`src/design/csvp_pkg.sv`:
```
// Package for the comma-separated paper record parser.
// Holds result kind codes, field position codes and character constants.
// Depends on nothing; every other file of the block imports it.
package csvp_pkg;

    localparam int DIGIT_BITS = 4;
    localparam int FIELD_BITS = 3;
    localparam int RADIX = 10;

    typedef logic [1:0] kind_t;
    typedef logic [FIELD_BITS-1:0] field_t;

    localparam kind_t KIND_TITLE   = 2'd0;
    localparam kind_t KIND_KEYWORD = 2'd1;
    localparam kind_t KIND_RECORD  = 2'd2;
    localparam kind_t KIND_ERROR   = 2'd3;

    localparam field_t FIELD_ID         = 3'd0;
    localparam field_t FIELD_TITLE      = 3'd1;
    localparam field_t FIELD_YEAR       = 3'd2;
    localparam field_t FIELD_CONFERENCE = 3'd3;
    localparam field_t FIELD_JOURNAL    = 3'd4;
    localparam field_t FIELD_KEYWORDS   = 3'd5;

    localparam logic [7:0] CH_SPACE   = 8'd32;
    localparam logic [7:0] CH_TILDE   = 8'd126;
    localparam logic [7:0] CH_ZERO    = 8'h30;
    localparam logic [7:0] CH_NINE    = 8'h39;
    localparam logic [7:0] CH_QUOTE   = 8'h22;
    localparam logic [7:0] CH_COMMA   = 8'h2C;
    localparam logic [7:0] CH_NEWLINE = 8'h0A;

    typedef struct packed {
        kind_t       kind;
        logic [7:0]  text_byte;
        logic [31:0] record_id;
        logic [31:0] pub_year;
        logic [31:0] conference_number;
        logic [31:0] journal_number;
    } result_t;

endpackage

```
`src/design/csvp_digit_acc.sv`:
```
// Saturating decimal digit accumulator: acc * 10 + digit, clamped to all ones.
// Built from two shifts and two adds; depends on csvp_pkg for the digit width.
module csvp_digit_acc import csvp_pkg::*; #(
    parameter int NUMBER_WIDTH = 32
) (
    input  logic [NUMBER_WIDTH-1:0] acc,
    input  logic [DIGIT_BITS-1:0]   digit,
    output logic [NUMBER_WIDTH-1:0] acc_next
);

    localparam int WIDE = NUMBER_WIDTH + DIGIT_BITS;

    logic [WIDE-1:0] wide_sum;

    assign wide_sum = {1'b0, acc, 3'b000} + {3'b000, acc, 1'b0}
                    + {{NUMBER_WIDTH{1'b0}}, digit};

    assign acc_next = (wide_sum[WIDE-1:NUMBER_WIDTH] != '0) ? '1
                                                             : wide_sum[NUMBER_WIDTH-1:0];

endmodule

```
`config.mk`:
```
export PLATFORM = sky130hd
export DESIGN_NAME = csvp_digit_acc
export DESIGN_NICKNAME = d
export VERILOG_FILES = /design/src/design/csvp_pkg.sv /design/src/design/csvp_digit_acc.sv
export SDC_FILE = /design/constraint.sdc
export NUM_CORES = 1
export LEC_CHECK = 0
export ABC_CLOCK_PERIOD_IN_PS = 6500
export BUFFER_PORTS_ARGS = -buffer_cell sky130_fd_sc_hd__buf_2
export CORE_ASPECT_RATIO = 1.75
export CORE_MARGIN = 10
export CORE_UTILIZATION = 40
export DETAILED_ROUTE_END_ITERATION = 10
export GPL_TIMING_DRIVEN = 0
export PLACE_DENSITY = 0.63
export REMOVE_ABC_BUFFERS = 1
export SKIP_LAST_GASP = 1
export SLEW_MARGIN = 10
export SYNTH_ARGS = -nofsm -noshare
export SYNTH_HDL_FRONTEND = slang
export SYNTH_SLANG_ARGS = --single-unit
```
`constraint.sdc`:
```
create_clock -name vclk -period 6.5
set_input_delay 0.65 -clock vclk [all_inputs]
set_output_delay 0.65 -clock vclk [all_outputs]
set_load 0.05 [all_outputs]
```
==> impl_metrics.toml, run 1 <==
[outcome]
outcome = "finished, final reports clean"

[finish]
multi_input_comb_area_mm2 = 0.00257
insertedDiodeCount = 0
mostFrequentLayoutCell = "buf_2"
syn_to_final_growth_pct = 11.1
layout_common_cells = "buf_2 (68), ha_1 (63), a21oi_1 (34)"
seqCellArea_um2 = 0
postLayoutCellArea_mm2 = 0.00310
nClkBuffers = 0
drive_gt1_frac = 0.272
final_util = 0.455
final_cells = 481
nFlopsAndLatches = 0
fin_nets = 500
n_fill_cell = 746

[synth]
synth_area_mm2 = 0.00279
synth.distinct_cells = 66
synth_cells = 348
yosys_warnings = 0
avgSynthCellArea_um2 = 8.01
seq_area_frac_synth = 0

[setup_path]
crit_start = "acc[0]"
path_max_fanout = 19
arrival_ns = 4.34
path_class = "input pin to primary output"
required_ns = 5.85
endpoint_kind = "primary output"
slowest_delay_ns = 0.78
crit_slowest_cell = "o31ai_4"
cp_cell_sequence = "buf_2, fa_1, inv_1, fa_1, nand2b_1, a21oi_1, o21ai_2, o2111ai_2, nand2_2, o31ai_4, buf_8, nand4_2, buf_2"
start_kind = "input pin"

[global_routing]
top_usage_layer = "met2"
grt_pass1_vias = 2953
grt_start_max_net_pins = 33
grt_use_met3 = 0.0118
antenna_found_initial = 0
grt.total_usage = 0.141
gr-usage-met2 = 0.301
grt_remaining_overflow = 0
met1_usage = 0.135
grt_pass1_wl_um = 13400

[routing]
vias = 2842
viasPerCell = 5.91
drc = 0
dr.first_iter.drc_count = 117
antenna_left = 0
first_pass_iters = 4
finalWirelength_um = 8250
avgRoutedWirePerCell_um = 17.2

[sta]
rsz0062_at_grt = "false"
hold_violations = 0
max_freq_ghz = 0.200
max-slew-margin-rel = 0.423
worstMarginPinSlew_ns = 0.866
final-max-slew-violation-count = 0
tns_ns = 0
setup_violations = 0
layout_setup_ws_ns = 1.51
min_period_ns = 4.99
hold_ws_ns = 1.72
finalCritPeriodShare = 0.768

[place]
placed_area_mm2 = 0.00310
place.gp.congestion = 0.884
io_buffers = 68
dp.cells = 481
dp_slack_ns = 1.51
hpwl_um = 7200

[pwr]
vdd_ir_drop_max_uv = 87.9
p_leak_nw = 1.41
cellPowerDensity_mw_per_mm2 = 159
total_power_uw = 492

[worst_hold_path]
min-delay-start = "digit[0]"
hp-class = "input pin to primary output"
worstHoldEndpoint = "acc_next[0]"
whs_path_depth = 3

[flow_run]
cap_violations = 0

[clocking]
cts_setup_buffers = 0
cts_hold_buf = 0
post_cts_resized = 0

[floorplan]
core-area_mm2 = 0.00681
die_h_um = 130
io_pins = 68
die_area_mm2 = 0.0108
die-width_um = 83.1
placementRows = 40
start_util = 0.410
power by group:
group | switching, mW | internal, mW
registers | 0 | 0
clock network | 0 | 0
logic | 0.327 | 0.164
final cells by class:
cell class / instances / area share
Multi-Input combinational cell: 317 / 0.830
Timing Repair Buffer: 70 / 0.124
Tap cell: 84 / 0.0339
Inverter: 10 / 0.0121
worst max-delay path by stage:
stage | end | slack (ns) | cells after the start
after floorplan | acc_next[20] | 1.08 | 10
after global placement | acc_next[22] | 0.35 | 12
after detailed placement | acc_next[18] | 1.51 | 13
after CTS | acc_next[18] | 1.49 | 13
after global routing | acc_next[20] | 1.27 | 13
final | acc_next[18] | 1.51 | 13
critical path, delay by kind of cell:
kind | cells | cell delay (ns)
simple gates | 3 | 0.39
fa+ha+maj | 2 | 1.00
buf+inv | 4 | 0.68
compound gates | 4 | 1.62
Yosys cell counts (all sizes together), types with 2 or more instances:
master / count / area share
ha: 63 / 0.28
nand4: 40 / 0.12
a21oi: 36 / 0.067
nand2: 29 / 0.040
o21ai: 21 / 0.039
xor2: 16 / 0.050
buf: 15 / 0.059
nor2: 14 / 0.019
xnor2: 13 / 0.041
inv: 10 / 0.013
a21o: 8 / 0.022
nand3: 7 / 0.013
clkbuf: 6 / 0.012
nor3: 6 / 0.011
o211ai: 5 / 0.015
o31ai: 5 / 0.020
nand2b: 4 / 0.0090
nor4: 4 / 0.014
o21bai: 4 / 0.011
or2: 4 / 0.0090
a31o: 3 / 0.0094
a31oi: 3 / 0.0090
nand4b: 3 / 0.0094
o21a: 3 / 0.0081
and2: 2 / 0.0049
and3: 2 / 0.0063
fa: 2 / 0.014
o2111ai: 2 / 0.0085
routing by layer:
metal / share of wire / vias to the layer above / routed length [um]
met4: 0.038 / 0 / 314
li1: - / 1445 / -
met2: 0.55 / 71 / 4570
met3: 0.033 / 19 / 275
met5: 0 / - / 0
met1: 0.37 / 1307 / 3090
logic make-up after synthesis:
logic type	count (synthesis)	share of synthesized area
compound gates	102	0.252
xor+xnor	29	0.0911
fa+ha+maj	65	0.297
buf+inv	31	0.0839
mux	1	0.00359
simple gates	120	0.272
(Power assumes the default switching activity.)
==> inputs of run 2 (changes only) <==
--- a/config.mk
+++ b/config.mk
@@ -5,7 +5,7 @@
 export SDC_FILE = /design/constraint.sdc
 export NUM_CORES = 1
 export LEC_CHECK = 0
-export ABC_CLOCK_PERIOD_IN_PS = 6500
+export ABC_CLOCK_PERIOD_IN_PS = 4700
 export BUFFER_PORTS_ARGS = -buffer_cell sky130_fd_sc_hd__buf_2
 export CORE_ASPECT_RATIO = 1.75
 export CORE_MARGIN = 10
==> constraint.sdc (replaced) <==
create_clock -name vclk -period 4.7
set_input_delay 0.47 -clock vclk [all_inputs]
set_output_delay 0.47 -clock vclk [all_outputs]
set_load 0.05 [all_outputs]
==> run 2 against run 1 <==
Global-route usage unchanged; design area rose by 0.89%; sequential cell count unchanged; largest power group unchanged; worst setup slack worse by 1.0 ns.
==> impl_metrics.toml, run 2 (synthesized netlist as in run 1, its figures left out) <==
[outcome]
outcome = "finished, final reports clean"

[global_routing]
grt_remaining_overflow = 0
grt_start_max_net_pins = 33
grt_pass1_vias = 2953
grt.total_usage = 0.141
grt_pass1_wl_um = 13400
antenna_found_initial = 0

[routing]
viasPerCell = 5.92
dr.first_iter.drc_count = 62
wl_met1_um = 3070
met3_wirelength_um = 274
vias = 2857
finalWirelength_um = 8260
antenna_left = 0
drc = 0
avgRoutedWirePerCell_um = 17.1
first_pass_iters = 4
wl_met2_um = 4610
highest_layer = "met4"

[place]
hpwl_um = 7200
place.gp.congestion = 0.884
io_buffers = 68
dp_slack_ns = 0.0664
dp.cells = 481

[floorplan]
start_util = 0.410
placementRows = 40
die_area_mm2 = 0.0108
die_h_um = 130
core-area_mm2 = 0.00681
io_pins = 68
die-width_um = 83.1

[sta]
layout_setup_ws_ns = 0.502
hold_ws_ns = 1.36
tns_ns = 0
finalCritPeriodShare = 0.893
final-max-slew-violation-count = 0
worstMarginPinSlew_ns = 0.573
rsz0062_at_grt = "false"
max_freq_ghz = 0.238
min_period_ns = 4.20
max-slew-margin-rel = 0.617
hold_violations = 0
setup_violations = 0

[finish]
layout_common_cells = "buf_2 (68), ha_1 (63), a21oi_1 (34)"
final_cells = 483
fin_nets = 502
insertedDiodeCount = 0
mostFrequentLayoutCell = "buf_2"
syn_to_final_growth_pct = 12.1
drive_gt1_frac = 0.276
nClkBuffers = 0
seqCellArea_um2 = 0
nFlopsAndLatches = 0

[setup_path]
required_ns = 4.23
crit_start = "acc[0]"
path_max_fanout = 14
arrival_ns = 3.73
endpoint_kind = "primary output"
start_kind = "input pin"
path_class = "input pin to primary output"

[clocking]
post_cts_resized = 0

[worst_hold_path]
min-delay-start = "digit[0]"
hp-class = "input pin to primary output"

[pwr]
vdd_ir_drop_max_uv = 121
total_power_uw = 686
p_leak_nw = 1.42
cellPowerDensity_mw_per_mm2 = 219

[flow_run]
cap_violations = 0
## run 2: changes by cell type in the layout (fill, tap and decap cells not counted), sizes merged
cell,previous run,this run
buf,70,72
## run 2: through the flow
stage | area [um^2] | utilization
2_1_floorplan | 2590 | -
3_3_place_gp | 3040 | 0.446
3_5_place_dp | 3100 | 0.455
4_1_cts | 3100 | 0.455
5_1_grt | 3130 | 0.459
6_report | 3130 | 0.459
## run 2: where the power goes
| part | total [mW] | internal, mW | switching, mW |
|---|---|---|---|
| Sequential | 0 | 0 | 0 |
| Combinational | 0.686 | 0.233 | 0.453 |
| Clock | 0 | 0 | 0 |
| Total | 0.686 | 0.233 | 0.453 |
## run 2: layer usage
layer  track usage  up-vias
li1              -     1446
met1         0.135     1323
met2         0.301       70
met3        0.0118       18
met4        0.0463        0
met5             0        -
## run 2: cell type report
cell class | instances | area, um^2
fill | 748 | 3680
multi-input combinational | 317 | 2570
timing repair buffer | 72 | 410
inverter | 10 | 37.5
tap | 84 | 105
## run 2: worst max-delay path, stage by stage
cell and delay [ns]:
buf_2 0.12, fa_1 0.56, inv_1 0.07, fa_1 0.44, nand2b_1 0.19, a21oi_1 0.35, o21ai_2 0.19, o2111ai_2 0.31
nand2_2 0.10, o31ai_4 0.37, buf_8 0.22, nand4_2 0.10, buf_2 0.24
## run 2: path summary, 6_finish.rpt
path      endpoint  slack, ns  cells after the start
max   acc_next[18]       0.50                     13
min    acc_next[0]       1.36                      3
## run 2: repair_timing
action	4_1_cts	5_1_grt
endpoints found under the setup margin	0	18
buffers inserted	0	2
hold buffers	0	0
==> inputs of run 3 (changes only) <==
--- a/config.mk
+++ b/config.mk
@@ -5,6 +5,7 @@
 export SDC_FILE = /design/constraint.sdc
 export NUM_CORES = 1
 export LEC_CHECK = 0
+export ABC_AREA = 1
 export ABC_CLOCK_PERIOD_IN_PS = 4700
 export BUFFER_PORTS_ARGS = -buffer_cell sky130_fd_sc_hd__buf_2
 export CORE_ASPECT_RATIO = 1.75
@@ -12,7 +13,7 @@
 export CORE_UTILIZATION = 40
 export DETAILED_ROUTE_END_ITERATION = 10
 export GPL_TIMING_DRIVEN = 0
-export PLACE_DENSITY = 0.63
+export PLACE_DENSITY = 0.62
 export REMOVE_ABC_BUFFERS = 1
 export SKIP_LAST_GASP = 1
 export SLEW_MARGIN = 10
==> run 3 against run 2 <==
Fmax shrank 1.3%; critical path depth is 4 higher; via count up 25%; clock-buffer cell count unchanged; largest cell class unchanged; largest power group unchanged.
==> impl_metrics.toml, run 3 <==
[setup_path]
path_max_fanout = 32
path_class = "input pin to primary output"
required_ns = 4.23
start_kind = "input pin"
arrival_ns = 3.78
endpoint_kind = "primary output"

[synth]
yosysTopAreaCellShare = 0.250
synth_cells = 571
avgSynthCellArea_um2 = 5.53
synth_top_area_cell = "ha_1"
yosys-top-cells-count = "nand2_1 (208), inv_1 (110), ha_1 (63)"
yosys_warnings = 0
synth_area_mm2 = 0.00316
seq_area_frac_synth = 0
synth_most_common_cell = "nand2_1"
synth.distinct_cells = 24
synth_area_leaders = "ha_1 (25%), nand2_1 (25%), inv_1 (13%)"

[routing]
viasPerCell = 4.96
antenna_left = 0
avgRoutedWirePerCell_um = 13.1
vias = 3576
first_pass_iters = 4
dr.first_iter.drc_count = 126
drc = 0
finalWirelength_um = 9430

[pwr]
p_leak_nw = 2.15
cellPowerDensity_mw_per_mm2 = 192
vdd_ir_drop_max_uv = 83.5

[finish]
seqCellArea_um2 = 0
nFlopsAndLatches = 0
final_cells = 721
fin_nets = 736
layout_common_cells = "nand2_1 (208), inv_1 (110), buf_2 (68)"
mostFrequentLayoutCell = "nand2_1"
n_fill_cell = 899
syn_to_final_growth_pct = 12.1
final_util = 0.465
drive_gt1_frac = 0.171
multi_input_comb_area_mm2 = 0.00267
insertedDiodeCount = 0
nClkBuffers = 0

[sta]
hold_ws_ns = 1.35
final-max-slew-violation-count = 0
max-slew-margin-rel = 0.398
hold_violations = 0
max_freq_ghz = 0.235
finalCritPeriodShare = 0.905
tns_ns = 0
setup_violations = 0
worstMarginPinSlew_ns = 0.900
rsz0062_at_grt = "false"
min_period_ns = 4.25
layout_setup_ws_ns = 0.447

[floorplan]
placementRows = 42
die_h_um = 138
io_pins = 68
die_area_mm2 = 0.0120
start_util = 0.414
die-width_um = 87.2
core-area_mm2 = 0.00762

[global_routing]
grt_remaining_overflow = 0
grt.total_usage = 0.156
grt_pass1_vias = 3610
grt_pass1_wl_um = 15700
antenna_found_initial = 0
grt_start_max_net_pins = 33

[place]
hpwl_um = 8540
place.gp.congestion = 0.977
dp_slack_ns = 0.441
io_buffers = 68
dp.cells = 721

[clocking]
cts_setup_buffers = 0
cts_hold_buf = 0
post_cts_resized = 0

[worst_hold_path]
hp-class = "input pin to primary output"

[flow_run]
cap_violations = 0

[outcome]
outcome = "finished, final reports clean"
-- run 3: changes by cell type in the layout (fill, tap and decap cells not counted), moves of 11 or more --
cell | before | now
xor2_1 | 15 | 3
nand4_1 | 28 | 1
o21ai_0 | 17 | 2
a21oi_1 | 34 | 18
inv_1 | 10 | 110
nor2_1 | 14 | 43
nand4_2 | 11 | 0
nand2_2 | 1 | 15
nand2_1 | 28 | 208
nand3_1 | 7 | 44
nand3_2 | 0 | 12
-- run 3: kinds of logic after synthesis --
| family | count (synthesis) | share of synthesized area |
|---|---|---|
| AO/OA/AOI/OAI | 32 | 0.0622 |
| buffers and inverters | 118 | 0.155 |
| XOR/XNOR | 17 | 0.0472 |
| AND/OR/NAND/NOR | 339 | 0.474 |
| adder cells (fa/ha/maj) | 65 | 0.262 |
-- run 3: area by class of cell --
class | count | share of cell area
timing repair buffer | 68 | 0.0961
multi-input combinational | 453 | 0.754
inverter | 112 | 0.119
tap | 88 | 0.0311
-- run 3: routing by layer --
layer  global-route usage  part of all wire  vias to the layer above
li1                     -                 -                     1898
met1                0.149              0.37                     1565
met2                0.309              0.54                       84
met3               0.0171             0.044                       29
met4               0.0765             0.054                        0
met5                    0                 0                        -
-- run 3: worst max-delay path, stage by stage --
cell	delay, ns
buf_2	0.12
fa_1	0.57
inv_1	0.07
fa_1	0.44
inv_1	0.07
nand2_1	0.06
nand2_2	0.09
nand3_1	0.11
nand2_1	0.14
nand2_1	0.09
nand2_2	0.11
nand2_2	0.09
nand3_1	0.08
nand2_1	0.09
nor2_4	0.69
nand3_1	0.19
buf_2	0.27
-- run 3: worst paths after layout --
kind,start,end,depth (start not counted)
worst max-delay path,acc[0],acc_next[13],17
worst min-delay path,digit[0],acc_next[0],4
-- run 3: per-stage QoR --
stage / area (um^2) / total power, mW
floorplan: 3090 / 0.518
global placement: 3540 / 0.679
detailed placement: 3540 / 0.686
CTS: 3540 / 0.689
global route: 3540 / 0.759
finish: 3540 / 0.678
-- run 3: where the power goes --
group | internal, mW | leakage (nW) | switching (mW)
sequential | 0 | 0 | 0
combinational | 0.207 | 2.15 | 0.471
clock | 0 | 0 | 0
